==> config.mk <==
export PLATFORM = sky130hd
export DESIGN_NAME = ctd_front
export DESIGN_NICKNAME = d
export VERILOG_FILES = /design/src/rtl/core/ctd_pkg.sv /design/src/rtl/core/ctd_front.sv
export SDC_FILE = /design/constraint.sdc
export NUM_CORES = 1
export LEC_CHECK = 0
export ABC_AREA = 0
export BUFFER_PORTS_ARGS = -buffer_cell sky130_fd_sc_hd__buf_2
export CAP_MARGIN = 10
export CORE_MARGIN = 1
export CORE_UTILIZATION = 55
export DETAILED_ROUTE_END_ITERATION = 10
export PLACE_DENSITY_LB_ADDON = 0.12
export RECOVER_POWER = 50
export SYNTH_ARGS = -nofsm -noshare
export SYNTH_HDL_FRONTEND = slang
export SYNTH_SLANG_ARGS = --single-unit
==> constraint.sdc <==
create_clock -name i_clk -period 4.2 [get_ports i_clk]
set_input_delay 0 -clock i_clk [delete_from_list [all_inputs] [get_ports i_clk]]
set_output_delay 0 -clock i_clk [all_outputs]
set_load 0.01 [all_outputs]
==> src/rtl/core/ctd_pkg.sv <==
`timescale 1ns / 1ps

package ctd_pkg;

    localparam int MAX_COLUMNS = 16;
    localparam int TEXT_DEPTH  = 4096;
    localparam int QUEUE_DEPTH = 4;

    localparam int ADDR_W  = $clog2(TEXT_DEPTH);
    localparam int LEN_W   = $clog2(TEXT_DEPTH + 1);
    localparam int COL_W   = $clog2(MAX_COLUMNS);
    localparam int KC_W    = $clog2(MAX_COLUMNS + 1);
    localparam int PROD_W  = LEN_W + KC_W;
    localparam int CHAR_W  = 8;
    localparam int KL_W    = 5;
    localparam int ORDER_W = 63;
    localparam int ENTRY_W = 4;
    localparam int ENTRIES = 16;
    localparam int CFG_W   = 63;
    localparam int CFG_IDX_W = 2;

    localparam logic [CFG_IDX_W-1:0] CFG_KEY_LENGTH    = 2'd0;
    localparam logic [CFG_IDX_W-1:0] CFG_COLUMN_ORDER  = 2'd1;
    localparam logic [CFG_IDX_W-1:0] CFG_READ_VERTICAL = 2'd2;

    typedef enum logic {
        OP_LOAD  = 1'b0,
        OP_FETCH = 1'b1
    } t_op_kind;

    typedef struct packed {
        logic [KL_W-1:0]    key_length;
        logic [ORDER_W-1:0] column_order;
        logic               read_vertical;
    } t_cfg;

    // one queued buffer access, in program order
    typedef struct packed {
        t_op_kind          kind;
        logic [ADDR_W-1:0] addr;
        logic [CHAR_W-1:0] data;
        logic              rd_en;
        logic              last;
        logic              ovf;
        logic              bad;
    } t_op;

endpackage

==> src/rtl/core/ctd_front.sv <==
`timescale 1ns / 1ps

module ctd_front import ctd_pkg::*; (
    input  logic              i_clk,
    input  logic              i_rst_n,
    input  logic              i_accept,
    input  logic              i_req_type,
    input  logic [CHAR_W-1:0] i_in_char,
    input  logic              i_in_last,
    input  t_cfg              i_cfg,
    output logic              o_push,
    output t_op               o_op
);

    typedef struct packed {
        t_op_kind           kind;
        logic [ADDR_W-1:0]  waddr;
        logic [CHAR_W-1:0]  data;
        logic [LEN_W-1:0]   row;
        logic [ENTRY_W-1:0] entry;
        logic [LEN_W-1:0]   rows;
        logic [KC_W-1:0]    kc;
        logic [LEN_W-1:0]   pos;
        logic [LEN_W-1:0]   len;
        logic               vert;
        logic               ovf;
        logic               bad;
        logic               last;
    } t_snap;

    typedef struct packed {
        t_op_kind          kind;
        logic [ADDR_W-1:0] waddr;
        logic [CHAR_W-1:0] data;
        logic [PROD_W-1:0] limit;
        logic [PROD_W-1:0] base;
        logic [LEN_W-1:0]  offset;
        logic [LEN_W-1:0]  pos;
        logic [LEN_W-1:0]  len;
        logic              ovf;
        logic              bad;
        logic              last;
    } t_calc;

    function automatic logic [ENTRY_W-1:0] key_entry(input logic [ORDER_W-1:0] order,
                                                     input logic [ENTRY_W-1:0] idx);
        logic [ENTRIES*ENTRY_W-1:0] wide;
        wide = {{(ENTRIES*ENTRY_W-ORDER_W){1'b0}}, order};
        return wide[idx*ENTRY_W +: ENTRY_W];
    endfunction

    // pairwise form: every check is independent of the others
    function automatic logic key_bad(input logic [KL_W-1:0] kl,
                                     input logic [ORDER_W-1:0] order);
        logic bad;
        bad = (kl == '0) || (kl > KL_W'(MAX_COLUMNS)) || (kl > KL_W'(ENTRIES));
        for (int j = 0; j < ENTRIES; j++) begin
            if (KL_W'(j) < kl) begin
                if (KL_W'(key_entry(order, ENTRY_W'(j))) >= kl) begin
                    bad = 1'b1;
                end
                for (int k = j + 1; k < ENTRIES; k++) begin
                    if (KL_W'(k) < kl &&
                        key_entry(order, ENTRY_W'(j)) == key_entry(order, ENTRY_W'(k))) begin
                        bad = 1'b1;
                    end
                end
            end
        end
        return bad;
    endfunction

    logic [LEN_W-1:0] r_text_len, n_text_len;
    logic [LEN_W-1:0] r_full_rows, n_full_rows;
    logic [COL_W-1:0] r_load_col, n_load_col;
    logic             r_loaded, n_loaded;
    logic             r_ovf, n_ovf;
    logic [LEN_W-1:0] r_out_row, n_out_row;
    logic [COL_W-1:0] r_out_col, n_out_col;
    logic [LEN_W-1:0] r_out_pos, n_out_pos;

    logic  r_s1_valid, n_s1_valid;
    t_snap r_s1, n_s1;
    logic  r_s2_valid;
    t_calc r_s2, n_s2;

    logic [KC_W-1:0] kc;

    always_comb begin
        if (i_cfg.key_length == '0) begin
            kc = KC_W'(1);
        end else if (i_cfg.key_length > KL_W'(MAX_COLUMNS)) begin
            kc = KC_W'(MAX_COLUMNS);
        end else begin
            kc = KC_W'(i_cfg.key_length);
        end
    end

    always_comb begin
        n_text_len  = r_text_len;
        n_full_rows = r_full_rows;
        n_load_col  = r_load_col;
        n_loaded    = r_loaded;
        n_ovf       = r_ovf;
        n_out_row   = r_out_row;
        n_out_col   = r_out_col;
        n_out_pos   = r_out_pos;
        n_s1_valid  = 1'b0;
        n_s1        = '0;
        if (i_accept) begin
            if (i_req_type == OP_LOAD) begin
                // a new text after a completed one starts from scratch
                if (r_loaded) begin
                    n_text_len  = '0;
                    n_full_rows = '0;
                    n_load_col  = '0;
                    n_loaded    = 1'b0;
                    n_ovf       = 1'b0;
                    n_out_row   = '0;
                    n_out_col   = '0;
                    n_out_pos   = '0;
                end
                if (n_text_len < LEN_W'(TEXT_DEPTH)) begin
                    n_s1_valid = 1'b1;
                    n_s1.kind  = OP_LOAD;
                    n_s1.waddr = n_text_len[ADDR_W-1:0];
                    n_s1.data  = i_in_char;
                    n_text_len = n_text_len + LEN_W'(1);
                    if (KC_W'(n_load_col) + KC_W'(1) >= kc) begin
                        n_load_col  = '0;
                        n_full_rows = n_full_rows + LEN_W'(1);
                    end else begin
                        n_load_col = n_load_col + COL_W'(1);
                    end
                end else begin
                    n_ovf = 1'b1;
                end
                if (i_in_last) begin
                    n_loaded = 1'b1;
                end
            end else if (r_loaded) begin
                if (r_text_len == '0) begin
                    n_loaded  = 1'b0;
                    n_ovf     = 1'b0;
                    n_full_rows = '0;
                    n_load_col  = '0;
                    n_out_row = '0;
                    n_out_col = '0;
                    n_out_pos = '0;
                end else begin
                    n_s1_valid = 1'b1;
                    n_s1.kind  = OP_FETCH;
                    n_s1.row   = r_out_row;
                    n_s1.entry = key_entry(i_cfg.column_order, ENTRY_W'(r_out_col));
                    n_s1.rows  = r_full_rows;
                    n_s1.kc    = kc;
                    n_s1.pos   = r_out_pos;
                    n_s1.len   = r_text_len;
                    n_s1.vert  = i_cfg.read_vertical;
                    n_s1.ovf   = r_ovf;
                    n_s1.bad   = key_bad(i_cfg.key_length, i_cfg.column_order);
                    n_s1.last  = ((LEN_W+1)'(r_out_pos) + (LEN_W+1)'(1))
                                 >= (LEN_W+1)'(r_text_len);
                    if (n_s1.last) begin
                        n_text_len  = '0;
                        n_full_rows = '0;
                        n_load_col  = '0;
                        n_loaded    = 1'b0;
                        n_ovf       = 1'b0;
                        n_out_row   = '0;
                        n_out_col   = '0;
                        n_out_pos   = '0;
                    end else begin
                        n_out_pos = r_out_pos + LEN_W'(1);
                        if (KC_W'(r_out_col) + KC_W'(1) >= kc) begin
                            n_out_col = '0;
                            n_out_row = r_out_row + LEN_W'(1);
                        end else begin
                            n_out_col = r_out_col + COL_W'(1);
                        end
                    end
                end
            end
        end
    end

    // products of the source address and of the body limit
    always_comb begin
        n_s2        = '0;
        n_s2.kind   = r_s1.kind;
        n_s2.waddr  = r_s1.waddr;
        n_s2.data   = r_s1.data;
        n_s2.limit  = PROD_W'(r_s1.rows) * PROD_W'(r_s1.kc);
        n_s2.pos    = r_s1.pos;
        n_s2.len    = r_s1.len;
        n_s2.ovf    = r_s1.ovf;
        n_s2.bad    = r_s1.bad;
        n_s2.last   = r_s1.last;
        if (r_s1.vert) begin
            n_s2.base   = PROD_W'(r_s1.entry) * PROD_W'(r_s1.rows);
            n_s2.offset = r_s1.row;
        end else begin
            n_s2.base   = PROD_W'(r_s1.row) * PROD_W'(r_s1.kc);
            n_s2.offset = LEN_W'(r_s1.entry);
        end
    end

    logic [PROD_W:0] src;

    always_comb begin
        if (PROD_W'(r_s2.pos) < r_s2.limit) begin
            src = (PROD_W+1)'(r_s2.base) + (PROD_W+1)'(r_s2.offset);
        end else begin
            src = (PROD_W+1)'(r_s2.pos);
        end
        o_push       = r_s2_valid;
        o_op.kind    = r_s2.kind;
        o_op.data    = r_s2.data;
        o_op.last    = r_s2.last;
        o_op.ovf     = r_s2.ovf;
        o_op.bad     = r_s2.bad;
        o_op.rd_en   = 1'b0;
        o_op.addr    = r_s2.waddr;
        if (r_s2.kind == OP_FETCH) begin
            o_op.rd_en = !r_s2.bad && (src < (PROD_W+1)'(r_s2.len));
            o_op.addr  = src[ADDR_W-1:0];
        end
    end

    always_ff @(posedge i_clk) begin
        if (!i_rst_n) begin
            r_text_len  <= '0;
            r_full_rows <= '0;
            r_load_col  <= '0;
            r_loaded    <= 1'b0;
            r_ovf       <= 1'b0;
            r_out_row   <= '0;
            r_out_col   <= '0;
            r_out_pos   <= '0;
            r_s1_valid  <= 1'b0;
            r_s2_valid  <= 1'b0;
        end else begin
            r_text_len  <= n_text_len;
            r_full_rows <= n_full_rows;
            r_load_col  <= n_load_col;
            r_loaded    <= n_loaded;
            r_ovf       <= n_ovf;
            r_out_row   <= n_out_row;
            r_out_col   <= n_out_col;
            r_out_pos   <= n_out_pos;
            r_s1_valid  <= n_s1_valid;
            r_s2_valid  <= r_s1_valid;
        end
    end

    always_ff @(posedge i_clk) begin
        r_s1 <= n_s1;
        r_s2 <= n_s2;
    end

endmodule

==> metrics.cfg <==
[outcome]
status=complete, but fails checks
failed_checks=capacitance limit, slew limit, setup timing

[clock_network]
max-clock-path-buffers=3
cts_tree=yes
htree_levels=1
cts_sinks=249
cts_buffers=28
path_clk_slew_ps=70
cts_root_buf=clkbuf_16
clock_latency_ps=580

[logic_synthesis]
netlist_top_cells_count=xnor2_1, dfxtp_1, ha_1, nand2_1, inv_1
yosys.area_share.xor_xnor=0.199
synth-simple-area-share=0.179
postSynthAreaPerCell_um2=8.47
synthCells=2753
synth-main-ff-cell=dfxtp_1
muxShareOfSynthArea=0.0341
synth_cell_types=75
synth.most_common_cell=xnor2_1
yosys_register_bits=249
synth_top_cell_area_share=0.214
syn_area_um2=23300
synth_edf_count=0
synth.area.top_cells=dfxtp_1, xnor2_1, ha_1
synth_fa_ha_area_frac=0.183
async_flop_share=0
seq_area_frac_synth=0.214
synth_top_family_by_area=XOR/XNOR gates
synth_nets=3123
yosys.area.top_type=dfxtp_1
yosysWarningCount=0
synth_compound_area_frac=0.120

[timing]
slew_headroom=-0.295
worst_slack_ps=-2.36
holdWs_ps=112
fin_crit_ps=4200
worstMarginPinSlew_ps=1940
final-setup-viol-count=1
period_share=1.00
rsz0062_at_grt=yes
finalMaxSlewViolations=48
max_freq_ghz=0.238
tns_ps=-2.36
hold_viol_final=0
clock_skew_ps=41.9

[placement]
place_hpwl_um=51400
routabilityCongestion=0.956
dp_cells=3263
portBuffers=107
dpl_cell_area_um2=24300

[cells_and_area]
fin_util=0.617
area_growth_pct=10.7
fin_area_um2=25800
layout.nets=3164
fillers=3686
stdcell_count=3355
diodes=0
drive_above_1_share=0.133

[route]
via_per_inst=6.16
ant_nets=0
via_count=20700
drtIter0Drc=1838
wl_per_cell_um=21.8
drcViolationCount=0
dr.pass1.iters=6
wl_um=73300

[setup_path]
worst_r2r_endpoint=r_s2[59]
critical_path.max_fanout=8
r2r_cells=15
cp.required_ps=4660
reg2reg_slack_ps=-2
cp-end-kind=flip-flop
crit_start=r_s1[34]
path_class=flip-flop to flip-flop
start_kind=flip-flop
r2r_start=r_s1[34]
cp.arrival_ps=4660

[floorplan]
die_width_um=208
initial_core_util=0.557
die_y_um=208
core_area_um2=41900
ios=108
core.rowCount=75
dieArea_um2=43200

[pwr]
power.density_nw_per_um2=239
peakVddDrop_mv=0.300
leakage_nw=11.1

[global_routing]
global_route.usage.met2=0.550
grt.busiest_layer=met2
grt_pass1_vias=20600
met3_usage=0.0565
grt_usage=0.333
grt_use_met1=0.427
overflow=0
grt_max_degree=49
grt_pass1_wl_um=114000
grt_antenna_before_repair=0

[min_path]
hp-start=i_req_type
min_path_cells=2
hold_path.class=primary input to flip-flop
hold_end=r_s1[49]

[flow_run]
max_cap_violations=1

## stage by stage
stage	setup slack (ps)	power, W
final	-2.36	0.00617
after floorplan	-1.50	0.00332
after global placement	-46.8	0.00357
after CTS	1.12	0.00618
after global routing	-159	0.00638
after detailed placement	-158	0.00362
## worst max-delay path: stages, from the launching register on
cell and delay, ps:
dfxtp_4 400, nand2_1 90, fa_1 540, inv_1 60, fa_1 560, fa_1 450
ha_4 300, o21a_1 160, a21oi_2 80, o31ai_2 220, a41o_1 280, o41ai_4 90
o21ai_2 140, buf_4 130, a21oi_1 60, or4b_1 530
## timing repair
item / 4_1_cts / 5_1_grt
setup buffers: 18 / 10
gates resized for setup: 20 / 49
hold buffers: 13 / 0
pin swaps: 11 / 33
endpoints found under the hold margin: 24 / 0
endpoints found under the setup margin: 6 / 18
## how the worst max path moves through the flow
stage,to,depth (start not counted)
floorplan,r_s2[59],15
global placement,r_s2[59],14
detailed placement,r_s2[59],14
CTS,o_op[3],17
global route,r_s2[77],15
finish,r_s2[59],15
## layer usage
metal	part of all wire	wire length, µm
met1	0.41	30400
met2	0.46	33500
met3	0.079	5780
met4	0.049	3570
met5	0	0
## cell type report
type	count	area [µm²]	area share
sequential	249	5000	0.194
clock inverter	16	200	0.00776
timing repair buffer	240	1550	0.0602
clock buffer	36	761	0.0295
multi-input combinational	2100	17000	0.657
inverter	175	657	0.0255
tap	539	674	0.0261
## logic make-up (layout without fill, tap and decap cells)
group | Yosys count | in the layout
and+or+nand+nor | 798 | 798
AOI/OAI and AO/OA | 432 | 432
xor gates and xnor gates | 530 | 530
muxes | 52 | 52
buffers and inverters | 404 | 467
adders and majority gates | 288 | 288
DFF | 249 | 249
## cell usage in the layout (no fill, tap or decap), types with 40 or more instances in the layout
cell type,count
nand2_1,197
buf_4,108
nand4_1,92
buf_2,94
nand3_1,62
xor2_1,136
o21ai_0,82
a21oi_1,100
fa_1,88
and3_1,64
nor2_1,104
nor3_1,60
a21o_1,40
dfxtp_1,240
ha_1,188
and2_1,85
inv_1,174
xnor2_1,394
## sequential cells by signal (all words and copies together), names as in the netlist, 12 cells and up
signal and count:
o_op 12, r_full_rows 13, r_s2 87, n_s2 50
r_out_pos 13, r_out_row 13, r_text_len 13, r_s1 36
## where the power goes
group          switching [W]  internal (W)  leakage, nW
logic               0.000744      0.000485         8.67
registers         0.00000972       0.00237         2.01
clock network        0.00107       0.00148        0.459
total                0.00183       0.00434         11.1
(Power assumes the default switching activity.)
