[config.mk]
export PLATFORM = sky130hd
export DESIGN_NAME = ctd_queue
export DESIGN_NICKNAME = d
export VERILOG_FILES = /design/src/rtl/core/ctd_pkg.sv /design/src/rtl/core/ctd_queue.sv
export SDC_FILE = /design/constraint.sdc
export NUM_CORES = 1
export LEC_CHECK = 0
export ABC_AREA = 1
export BUFFER_PORTS_ARGS = -buffer_cell sky130_fd_sc_hd__buf_2
export CAP_MARGIN = 30
export CORE_UTILIZATION = 51
export DETAILED_ROUTE_END_ITERATION = 10
export PLACE_DENSITY = 0.75
export SYNTH_ARGS = -nofsm -noshare
export SYNTH_HDL_FRONTEND = slang
export SYNTH_SLANG_ARGS = --single-unit
[constraint.sdc]
create_clock -name i_clk -period 1.6 [get_ports i_clk]
set_input_delay 0.32 -clock i_clk [delete_from_list [all_inputs] [get_ports i_clk]]
set_output_delay 0.32 -clock i_clk [all_outputs]
set_load 0.01 [all_outputs]
[src/rtl/core/ctd_pkg.sv]
`timescale 1ns / 1ps

package ctd_pkg;

    localparam int MAX_COLUMNS = 16;
    localparam int TEXT_DEPTH  = 4096;
    localparam int QUEUE_DEPTH = 4;

    localparam int ADDR_W  = $clog2(TEXT_DEPTH);
    localparam int LEN_W   = $clog2(TEXT_DEPTH + 1);
    localparam int COL_W   = $clog2(MAX_COLUMNS);
    localparam int KC_W    = $clog2(MAX_COLUMNS + 1);
    localparam int PROD_W  = LEN_W + KC_W;
    localparam int CHAR_W  = 8;
    localparam int KL_W    = 5;
    localparam int ORDER_W = 63;
    localparam int ENTRY_W = 4;
    localparam int ENTRIES = 16;
    localparam int CFG_W   = 63;
    localparam int CFG_IDX_W = 2;

    localparam logic [CFG_IDX_W-1:0] CFG_KEY_LENGTH    = 2'd0;
    localparam logic [CFG_IDX_W-1:0] CFG_COLUMN_ORDER  = 2'd1;
    localparam logic [CFG_IDX_W-1:0] CFG_READ_VERTICAL = 2'd2;

    typedef enum logic {
        OP_LOAD  = 1'b0,
        OP_FETCH = 1'b1
    } t_op_kind;

    typedef struct packed {
        logic [KL_W-1:0]    key_length;
        logic [ORDER_W-1:0] column_order;
        logic               read_vertical;
    } t_cfg;

    // one queued buffer access, in program order
    typedef struct packed {
        t_op_kind          kind;
        logic [ADDR_W-1:0] addr;
        logic [CHAR_W-1:0] data;
        logic              rd_en;
        logic              last;
        logic              ovf;
        logic              bad;
    } t_op;

endpackage

[src/rtl/core/ctd_queue.sv]
`timescale 1ns / 1ps

module ctd_queue import ctd_pkg::*; (
    input  logic i_clk,
    input  logic i_rst_n,
    input  logic i_push,
    input  t_op  i_op,
    input  logic i_pop,
    output logic o_valid,
    output t_op  o_op,
    output logic o_nearly_full
);

    localparam int PTR_W = $clog2(QUEUE_DEPTH);
    localparam int CNT_W = $clog2(QUEUE_DEPTH + 1);

    t_op               r_mem [QUEUE_DEPTH];
    logic [PTR_W-1:0]  r_wr_ptr, n_wr_ptr;
    logic [PTR_W-1:0]  r_rd_ptr, n_rd_ptr;
    logic [CNT_W-1:0]  r_count, n_count;
    logic              pop_ok;

    assign pop_ok  = i_pop && (r_count != '0);
    assign o_valid = (r_count != '0);
    assign o_op    = r_mem[r_rd_ptr];
    // two beats may still be on their way through the address stages
    assign o_nearly_full = (r_count >= CNT_W'(QUEUE_DEPTH - 2));

    always_comb begin
        n_wr_ptr = r_wr_ptr;
        n_rd_ptr = r_rd_ptr;
        n_count  = r_count;
        if (i_push) begin
            n_wr_ptr = r_wr_ptr + PTR_W'(1);
        end
        if (pop_ok) begin
            n_rd_ptr = r_rd_ptr + PTR_W'(1);
        end
        if (i_push && !pop_ok) begin
            n_count = r_count + CNT_W'(1);
        end else if (!i_push && pop_ok) begin
            n_count = r_count - CNT_W'(1);
        end
    end

    always_ff @(posedge i_clk) begin
        if (!i_rst_n) begin
            r_wr_ptr <= '0;
            r_rd_ptr <= '0;
            r_count  <= '0;
        end else begin
            r_wr_ptr <= n_wr_ptr;
            r_rd_ptr <= n_rd_ptr;
            r_count  <= n_count;
        end
    end

    always_ff @(posedge i_clk) begin
        if (i_push) begin
            r_mem[r_wr_ptr] <= i_op;
        end
    end

endmodule

==> results.ini, run 1 <==
[outcome]
status=finished, violations left
violations=setup timing

[clock_tree]
clkLatencyLatePin_ps=370
cts.sinks=109
clk_root_buffer_cell=clkbuf_8
cts_max_path_buffers=2
cts_tree=done
cts_buffers=9
htree_levels=3
clk_pin_slew_ps=110
postCtsHoldBufs=0

[global_routing]
use_met1=0.257
met3_usage=0.0496
top_usage_layer=met2
grt_max_degree=21
grt_first_pass_wirelength_um=13400
grt_antenna_before_repair=0
first_global_vias=2667
grtUsageTotal=0.210
met2_usage=0.359
grt_overflow=0

[timing]
relSlewSlack=0.840
rsz0062_at_grt=true
timing.final.crit_share=1.11
fin_skew_ps=17.5
finalWorstSetupSlack_ps=-174
hold_violations=0
tightestPinTransition_ps=240
max_freq_ghz=0.564
slew_violations=0
finalCriticalPeriod_ps=1770
tns_ps=-3640
setup_viol=25

[drt]
vias=2658
ant_nets=0
firstDrtPassIters=4
drc=0
wl_per_cell_um=17.6
via_per_inst=5.33
routed_wl_um=8780
first_iter_violations=147

[synth]
ys_seq_area_frac=0.744
yosysWarningCount=0
synth_cells=306
synth_seq_cells=109
syn-num-nets=341
syn_avg_cell_area_um2=14.0
syn_area_mm2=0.00428
synth.distinct_cells=20

[die]
num_io_pins=56
die_h_um=93.6
placeableCoreArea_mm2=0.00818
fp.dieArea_mm2=0.00876
core.rowCount=33
start_util=0.523
die_x_um=93.6

[power]
power_frac_comb=0.292
power_density_mw_per_mm2=1350
internal_power_mw=5.02
netSwitchingFraction=0.303
power_frac_seq=0.470
switchingPower_mw=2.19
vdd_ir_drop_max_mv=0.620
p_leak_nw=1.99
clkPwrFrac=0.238

[critical_path]
critPathArrivalTime_ps=1450
setup.worst_path.class=reg2out
critical_path_required_ps=1280
crit_fanout=6
end_kind=primary output
worstSetupStartpointType=flop

[place]
gp_congestion=0.743
placed_area_mm2=0.00480
hpwl_um=5110
port_buffers=55

[finish]
layout.nets=424
drive_gt1_frac=0.401
final_cell_area_mm2=0.00533
num_antenna_cells=0
area_delta_synth_final_pct=24.6

[worst_hold_path]
hold_path_class=in2reg

[job]
cap_violations=0

[what timing repair did]
item,in CTS,in global routing
resized for setup,17,31
pin swaps,9,24
setup buffers,5,2
setup endpoints to repair,26,27
cloned,3,2
[metal layers]
metal	part of all wire	up-vias
li1	-	1281
met1	0.42	1294
met2	0.52	72
met3	0.046	11
met4	0.016	0
met5	0	-
[final timing paths]
check	from	endpoint	slack, ps	depth (start not counted)
setup reg to reg	r_count[2]$_SDFFE_PN0P_	r_count[2]$_SDFFE_PN0P_	20	12
hold reg to reg	r_rd_ptr[0]$_SDFFE_PN0P_	flop	520	2
hold / removal	i_op[22]	r_mem[3][22]$_DFFE_PP_	160	1
setup / recovery	flop	o_op[12]	-170	5
[layout by cell type, fill, tap and decap left out]
| cell | Yosys | layout |
|---|---|---|
| clkinv_8 | 0 | 1 |
| nor2_4 | 0 | 1 |
| o22ai_1 | 24 | 20 |
| dfxtp_4 | 0 | 2 |
| ha_1 | 5 | 4 |
| nor2_1 | 55 | 47 |
| o21ai_2 | 20 | 27 |
| edfxtp_1 | 100 | 100 |
| buf_2 | 4 | 55 |
| buf_4 | 5 | 18 |
| a21oi_1 | 6 | 6 |
| buf_6 | 6 | 1 |
| fa_2 | 0 | 1 |
| ha_4 | 0 | 1 |
| dfxtp_1 | 9 | 5 |
| inv_1 | 16 | 14 |
| nand3_1 | 3 | 2 |
| clkinv_4 | 0 | 1 |
| inv_2 | 1 | 2 |
| dfxtp_2 | 0 | 2 |
| nand3_2 | 0 | 1 |
| o21ai_0 | 9 | 5 |
| clkbuf_16 | 0 | 2 |
| buf_16 | 0 | 2 |
| nand2_2 | 1 | 3 |
| inv_6 | 0 | 4 |
| nand2_1 | 14 | 11 |
| buf_12 | 0 | 9 |
| o22ai_2 | 1 | 5 |
| nand2_4 | 0 | 1 |
| clkbuf_8 | 0 | 9 |
| o21ai_1 | 25 | 22 |
| nor2_2 | 0 | 7 |
| bufinv_16 | 0 | 1 |
| clkinvlp_4 | 0 | 1 |
| inv_8 | 0 | 1 |
[critical path, cell delays in order, from the launching register on]
cell and delay, ps:
dfxtp_4 440, buf_12 150, clkbuf_16 150, o21ai_2 50, o22ai_1 150, buf_2 150
[power groups by stage]
stage / clock, mW / combinational [mW] / sequential (mW)
3_3_place_gp: 0 / 1.61 / 3.40
2_1_floorplan: 0 / 1.04 / 3.40
4_1_cts: 1.74 / 1.95 / 3.37
3_5_place_dp: 0 / 1.66 / 3.41
5_1_grt: 1.85 / 2.29 / 3.41
6_report: 1.71 / 2.11 / 3.39
[cells by family (layout without fill, tap and decap cells)]
kind of cell | after synthesis | after routing | synth area share
buffers and inverters | 33 | 121 | 0.0456
and+or+nand+nor | 73 | 73 | 0.0655
AOI/OAI and AO/OA | 85 | 85 | 0.126
DFF | 109 | 109 | 0.744
adders and majority gates | 6 | 6 | 0.0193
[area by class of cell]
cell class              instances  area (um^2)
flip-flops and latches        109         3190
fillers                       608         2840
multi-input cells             164         1010
repair buffers                 87          707
well taps                     105          131
clock buffers                   9          124
clock inverters                 7         88.8
inverters                      18         80.1
[stage by stage]
step,setup slack (ps),instances,util,hold WS [ps],total power [mW]
after global placement,26.4,472,0.587,491,5.01
after floorplan,11.2,306,-,419,4.44
final,-174,499,0.652,163,7.21
after CTS,-202,496,0.636,144,7.07
after detailed placement,-48.7,472,0.587,489,5.07
after global routing,-262,499,0.652,136,7.55
[registers in the layout, indices dropped and copies added, names as in the netlist, named ones only]
name / count
r_wr_ptr: 2
r_rd_ptr: 2
r_mem: 100
r_count: 3
[cell usage after synthesis (all sizes together)]
library cell | n | area [um^2]
a21oi | 6 | 30.0
buf | 15 | 125
dfxtp | 9 | 180
edfxtp | 100 | 3000
fa | 1 | 20.0
ha | 5 | 62.6
inv | 18 | 70.1
nand2 | 15 | 58.8
nand3 | 3 | 15.0
nor2 | 55 | 206
o21ai | 54 | 345
o22ai | 25 | 163
(Power assumes the default switching activity.)
==> inputs of run 2 (changes only) <==
--- a/config.mk
+++ b/config.mk
@@ -10,6 +10,7 @@
 export CAP_MARGIN = 30
 export CORE_UTILIZATION = 51
 export DETAILED_ROUTE_END_ITERATION = 10
+export GPL_TIMING_DRIVEN = 0
 export PLACE_DENSITY = 0.75
 export SYNTH_ARGS = -nofsm -noshare
 export SYNTH_HDL_FRONTEND = slang
==> run 2 against run 1 <==
  * The flow still finishes with violations (setup timing)
  * Maximum frequency down 2.4%
  * Combinational power rose by 11%
  * Final cell count grew 0.60%
  * Sequential cell count stayed put
  * Global-route usage shrank 0.50 points
==> results.ini, run 2 (synthesis gave the netlist of run 1 again) <==
[clock_tree]
clk_pin_slew_ps=110  ; about the same
cts_tree=done  ; unchanged
cts.sinks=109  ; unchanged
clk_root_buffer_cell=clkbuf_8  ; unchanged
cts_buffers=9  ; unchanged
cts_max_path_buffers=2  ; unchanged
postCtsHoldBufs=0  ; unchanged
clkLatencyLatePin_ps=370  ; about the same
htree_levels=3  ; unchanged

[critical_path]
end_kind=primary output  ; unchanged
setup.worst_path.class=reg2out  ; unchanged
worstSetupStartpointType=flop  ; unchanged
crit_fanout=8  ; was 6
critPathArrivalTime_ps=1500  ; was 1450 ps
critical_path_required_ps=1280  ; about the same

[timing]
finalCriticalPeriod_ps=1820  ; was 1770 ps
relSlewSlack=0.763  ; was 0.840
slew_violations=0  ; unchanged
tns_ps=-4700  ; was -3640 ps
finalWorstSetupSlack_ps=-217  ; was -174 ps
fin_skew_ps=10.5  ; was 17.5 ps
max_freq_ghz=0.550  ; was 0.564 GHz
setup_viol=25  ; unchanged
hold_violations=0  ; unchanged
rsz0062_at_grt=true  ; unchanged
timing.final.crit_share=1.14  ; was 1.11
tightestPinTransition_ps=354  ; was 240 ps

[finish]
layout_common_cells=edfxtp_1, buf_2, nor2_1  ; unchanged
num-fill-cells=553  ; was 608
drive_gt1_frac=0.451  ; was 0.401
fin_util=0.676  ; was 0.652
final_cell_area_mm2=0.00552  ; was 0.00533 mm^2
top_register=r_mem  ; unchanged
area_delta_synth_final_pct=29.1  ; was 24.6%
multi_input_area_mm2=0.00110  ; was 0.00101 mm^2
num_antenna_cells=0  ; unchanged
seq_area_mm2=0.00319  ; about the same
largest_reg_flops=100  ; unchanged
layout.nets=427  ; was 424
final_common_cell=edfxtp_1  ; unchanged
reg.largest.list=r_mem: 100 flops, r_count: 3 flops  ; unchanged

[outcome]
violations=setup timing  ; unchanged
status=finished, violations left  ; unchanged

[drt]
first_iter_violations=256  ; was 147
firstDrtPassIters=5  ; was 4
routed_wl_um=9250  ; was 8780 um
drc=0  ; unchanged
wl_per_cell_um=18.4  ; was 17.6 um
via_per_inst=5.53  ; was 5.33
vias=2777  ; was 2658
ant_nets=0  ; unchanged

[die]
core.rowCount=33  ; unchanged
start_util=0.523  ; unchanged
num_io_pins=56  ; unchanged
placeableCoreArea_mm2=0.00818  ; unchanged
die_x_um=93.6  ; unchanged
die_h_um=93.6  ; unchanged
fp.dieArea_mm2=0.00876  ; unchanged

[job]
cap_violations=0  ; unchanged

[global_routing]
grtUsageTotal=0.205  ; was 0.210
grt_max_degree=20  ; was 21
grt_overflow=0  ; unchanged
grt_antenna_before_repair=0  ; unchanged
grt_first_pass_wirelength_um=12900  ; was 13400 um
first_global_vias=2515  ; was 2667

[place]
hpwl_um=5300  ; was 5110 um
place_ws_ps=-74.4  ; was -48.7 ps
port_buffers=55  ; unchanged
placed_area_mm2=0.00478  ; was 0.00480 mm^2
gp_congestion=0.703  ; was 0.743

[power]
power_frac_comb=0.323  ; was 0.292
netSwitchingFraction=0.316  ; was 0.303
vdd_ir_drop_max_mv=0.868  ; was 0.620 mV
p_leak_nw=2.01  ; was 1.99 nW
internal_power_mw=4.97  ; was 5.02 mW
switchingPower_mw=2.29  ; was 2.19 mW
clkPwrFrac=0.212  ; was 0.238
power_density_mw_per_mm2=1320  ; was 1350 mW/mm^2
power_frac_seq=0.465  ; was 0.470

[worst_hold_path]
hold_path_class=in2reg  ; unchanged

==> run 2: cell count changes in the layout (fill, tap and decap cells not counted), moves of 3 or more <==
| cell | previous run | this run |
|---|---|---|
| clkinvlp_4 | 1 | 6 |
| nor2_1 | 47 | 39 |
| o21ai_2 | 27 | 20 |
| o22ai_1 | 20 | 15 |
| inv_1 | 14 | 10 |
| buf_6 | 1 | 9 |
| o22ai_2 | 5 | 10 |
| buf_8 | 0 | 5 |
| o21ai_4 | 0 | 6 |
| buf_4 | 18 | 10 |
| nor2_2 | 7 | 15 |
| buf_12 | 9 | 6 |
==> run 2: routing by layer <==
layer | track usage | routed length, um | up-vias
met4 | 0.0872 | 155 | 0
met5 | 0 | 0 | -
met2 | 0.333 | 4830 | 94
met1 | 0.272 | 3820 | 1378
met3 | 0.0382 | 454 | 15
li1 | - | - | 1290
==> run 2: cell type report <==
type	count	area share
inverters	18	0.0202
multi-input cells	164	0.200
clock buffers	9	0.0224
well taps	105	0.0238
clock inverters	7	0.0104
flip-flops and latches	109	0.578
repair buffers	75	0.105
plain buffers	15	0.0399
==> run 2: final timing paths <==
kind	from	cells after the start	to	slack [ps]
min reg2reg	r_count[0]$_SDFFE_PN0P_	1	r_count[0]$_SDFFE_PN0P_	460
min	i_op[11]	1	r_mem[2][11]$_DFFE_PP_	160
max	flop	6	o_op[12]	-220
max reg2reg	r_count[2]$_SDFFE_PN0P_	11	r_count[2]$_SDFFE_PN0P_	0
==> run 2: worst max-delay path: stages (launching register included) <==
cell and delay (ps):
dfxtp_2 350, buf_12 160, clkinv_16 90, clkbuf_16 170
o21ai_4 130, o22ai_2 80, buf_2 140
==> run 2: per-stage QoR <==
| step | hold WS [ps] | instances | power (mW) |
|---|---|---|---|
| floorplan | 419 | 306 | 4.44 |
| global placement | 483 | 466 | 4.97 |
| detailed placement | 498 | 470 | 5.04 |
| CTS | 143 | 491 | 6.75 |
| global route | 141 | 502 | 7.60 |
| finish | 156 | 502 | 7.26 |
==> run 2: repair_timing <==
| action | 4_1_cts | 5_1_grt |
|---|---|---|
| cloned | 1 | 3 |
| pin swaps | 5 | 13 |
| setup endpoints to repair | 53 | 85 |
| resized for setup | 29 | 67 |
| setup buffers | 4 | 8 |
==> run 2: power by group through the flow <==
stage / clock network [mW] / logic (mW) / registers (mW)
global route: 1.69 / 2.52 / 3.39
floorplan: 0 / 1.04 / 3.40
detailed placement: 0 / 1.62 / 3.42
CTS: 1.55 / 1.84 / 3.35
global placement: 0 / 1.56 / 3.41
finish: 1.54 / 2.34 / 3.38
==> inputs of run 3 (changes only) <==
--- a/config.mk
+++ b/config.mk
@@ -7,11 +7,11 @@
 export LEC_CHECK = 0
 export ABC_AREA = 1
 export BUFFER_PORTS_ARGS = -buffer_cell sky130_fd_sc_hd__buf_2
-export CAP_MARGIN = 30
-export CORE_UTILIZATION = 51
+export CAP_MARGIN = 20
+export CORE_UTILIZATION = 52
 export DETAILED_ROUTE_END_ITERATION = 10
 export GPL_TIMING_DRIVEN = 0
-export PLACE_DENSITY = 0.75
+export PLACE_DENSITY = 0.73
 export SYNTH_ARGS = -nofsm -noshare
 export SYNTH_HDL_FRONTEND = slang
 export SYNTH_SLANG_ARGS = --single-unit
==> constraint.sdc (replaced) <==
create_clock -name i_clk -period 1.8 [get_ports i_clk]
set_input_delay 0.27 -clock i_clk [delete_from_list [all_inputs] [get_ports i_clk]]
set_output_delay 0.27 -clock i_clk [all_outputs]
set_load 0.01 [all_outputs]
==> run 3 against run 2 <==
  * The flow now finishes without violations
  * Global-route usage fell by 0.23 points
  * Largest power group unchanged
  * Die area decreased by 1.9%
  * Critical path depth decreased by 1
  * Clock power shrank 15%
  * Sequential share of layout area up 5.0 points
  * Register-to-register slack gained 110 ps
  * Via count down 4.8%
  * Non-clock buffer count decreased by 17
  * Setup slack improved by 260 ps
  * Worst hold slack worse by 42 ps
  * Wire length decreased by 5.7%
  * Clock skew is 4.7 ps lower
==> results.ini, run 3 (synthesis gave the netlist of run 1 again) <==
[finish]
final_common_cell=edfxtp_1  ; unchanged
fin_util=0.646  ; was 0.676
stdcell_count=484  ; was 502
area_delta_synth_final_pct=18.5  ; was 29.1%
seq_area_mm2=0.00319  ; about the same
largest_reg_flops=100  ; unchanged
num-fill-cells=586  ; was 553
reg.largest.list=r_mem: 100 flops, r_count: 3 flops  ; unchanged
top_register=r_mem  ; unchanged
multi_input_area_um2=925  ; was 0.00110 mm^2
layout_common_cells=edfxtp_1, buf_2, nor2_1  ; unchanged
num_antenna_cells=0  ; unchanged
layout.nets=412  ; was 427
drive_gt1_frac=0.330  ; was 0.451

[power]
internal_power_mw=4.10  ; was 4.97 mW
power_density_mw_per_mm2=1170  ; was 1320 mW/mm^2
power_frac_seq=0.504  ; was 0.465
netSwitchingFraction=0.308  ; was 0.316
power_frac_comb=0.274  ; was 0.323
switchingPower_mw=1.83  ; was 2.29 mW
p_leak_nw=1.85  ; was 2.01 nW
vdd_ir_drop_max_mv=0.603  ; was 0.868 mV
clkPwrFrac=0.222  ; was 0.212
finalPower_mw=5.93  ; was 7.26 mW

[drt]
via_per_inst=5.46  ; was 5.53
ant_nets=0  ; unchanged
drc=0  ; unchanged
wl_per_cell_um=18.0  ; was 18.4 um
routed_wl_um=8730  ; was 9250 um
firstDrtPassIters=4  ; was 5
first_iter_violations=204  ; was 256
vias=2644  ; was 2777

[place]
placedCellCount=465  ; was 470
port_buffers=55  ; unchanged
hpwl_um=5160  ; was 5300 um
gp_congestion=0.706  ; was 0.703

[global_routing]
met2_usage=0.340  ; was 0.333
grt_max_degree=26  ; was 20
top_usage_layer=met2  ; unchanged
grt_antenna_before_repair=1  ; was 0
met3_usage=0.0427  ; was 0.0382
grtUsageTotal=0.203  ; was 0.205
grt_overflow=0  ; unchanged
use_met1=0.248  ; was 0.272
grt_first_pass_wirelength_um=12700  ; was 12900 um
first_global_vias=2639  ; was 2515

[critical_path]
setup.worst_path.class=reg2out  ; unchanged
cp_num_buf_inv=3  ; was 4
critical_path_required_ps=1530  ; was 1280 ps
worstSetupStartpointType=flop  ; unchanged
cp_top_family=buffers and inverters  ; unchanged
critPathMaxStageDelay_ps=400  ; was 350 ps
slowest_stage=dfxtp_2  ; unchanged
crit_chain=inv_4 > buf_6 > o21ai_2 > o22ai_1 > buf_2  ; was buf_12 > clkinv_16 > clkbuf_16 > o21ai_4 > o22ai_2 > buf_2
crit_fanout=10  ; was 8
reg2reg_from=r_count[1]$_SDFFE_PN0P_  ; was r_count[2]$_SDFFE_PN0P_
end_kind=primary output  ; unchanged
critPathArrivalTime_ps=1480  ; was 1500 ps

[timing]
fin_skew_ps=5.81  ; was 10.5 ps
finalCriticalPeriod_ps=1750
hold_slack_ps=114  ; was 156 ps
setup_viol=0  ; was 25
timing.final.crit_share=0.973
max_freq_ghz=0.571
tns_ps=0  ; was -4700 ps
hold_violations=0  ; unchanged
rsz0062_at_grt=true  ; unchanged
relSlewSlack=0.553  ; was 0.763
tightestPinTransition_ps=669  ; was 354 ps
slew_violations=0  ; unchanged

[job]
cap_violations=0  ; unchanged

[outcome]
status=finished clean  ; was finished, violations left

[die]
num_io_pins=56  ; unchanged
placeableCoreArea_mm2=0.00785  ; was 0.00818 mm^2
die_x_um=92.7  ; was 93.6 um
die_h_um=92.7  ; was 93.6 um
core.rowCount=32  ; was 33
start_util=0.545  ; was 0.523
fp.dieArea_mm2=0.00860  ; was 0.00876 mm^2

[clock_tree]
cts_buffers=9  ; unchanged
clkLatencyLatePin_ps=360  ; was 370 ps
cts_max_path_buffers=2  ; unchanged
cts.sinks=109  ; unchanged
cts_tree=done  ; unchanged
clk_pin_slew_ps=100  ; was 110 ps
htree_levels=3  ; unchanged
clk_root_buffer_cell=clkbuf_8  ; unchanged

[worst_hold_path]
hp-start=i_op[10]  ; was i_op[11]
hold_path_class=in2reg  ; unchanged

-- run 3: cell count changes in the layout (fill, tap and decap cells not counted), sizes merged --
cell and change:
clkinvlp +1, buf -15, clkinv -1
-- run 3: routing by layer --
layer | share of wire | vias up
met3 | 0.055 | 15
met2 | 0.50 | 81
met4 | 0.018 | 2
met1 | 0.43 | 1289
li1 | - | 1257
met5 | 0.0015 | -
-- run 3: timing repair --
action | CTS | global route
cloned | 0 | 3
setup buffers | 0 | 0
hold buffers | 0 | 0
endpoints found under the setup margin | 68 | 76
resized for setup | 6 | 37
pin swaps | 0 | 5
-- run 3: final cells by class --
class / count / share of cell area
flip-flops and latches: 109 / 0.628
multi-input cells: 164 / 0.182
repair buffers: 58 / 0.0701
plain buffers: 15 / 0.0405
clock buffers: 11 / 0.0259
well taps: 102 / 0.0252
inverters: 18 / 0.0178
clock inverters: 5 / 0.00715
repair inverters: 2 / 0.00296
-- run 3: path summary, 6_finish.rpt --
path                                                end  slack [ps]  depth (start not counted)
worst max-delay path                           o_op[14]          50                          5
worst min-delay path             r_mem[1][10]$_DFFE_PP_         110                          1
worst max register to register  r_count[2]$_SDFFE_PN0P_         110                         12
worst min register to register                     flop         510                          2
-- run 3: per-stage QoR --
| stage | worst slack, ps | cell area, um^2 |
|---|---|---|
| 2_1_floorplan | 134 | 4280 |
| 3_3_place_gp | -71.3 | 4680 |
| 3_5_place_dp | -92.4 | 4740 |
| 4_1_cts | 13.9 | 4920 |
| 5_1_grt | -16.7 | 5070 |
| 6_report | 47.9 | 5070 |
-- run 3: worst register-to-register path, cell delays in order, from the launching register on --
cell and delay (ps):
dfxtp_2 350, nor2_2 130, nand2_2 100, nand2_2 100
ha_2 180, inv_1 60, fa_2 340, inv_1 60
nand2_1 50, nand3_1 90, nand2_1 60, nand2_1 50
nor2_1 30
-- run 3: power groups by stage --
stage	logic, mW	registers, mW	clock network (mW)
2_1_floorplan	0.912	3.02	0
3_3_place_gp	1.38	3.03	0
3_5_place_dp	1.43	3.04	0
4_1_cts	1.46	2.98	1.31
5_1_grt	1.78	3.00	1.40
6_report	1.62	2.99	1.31
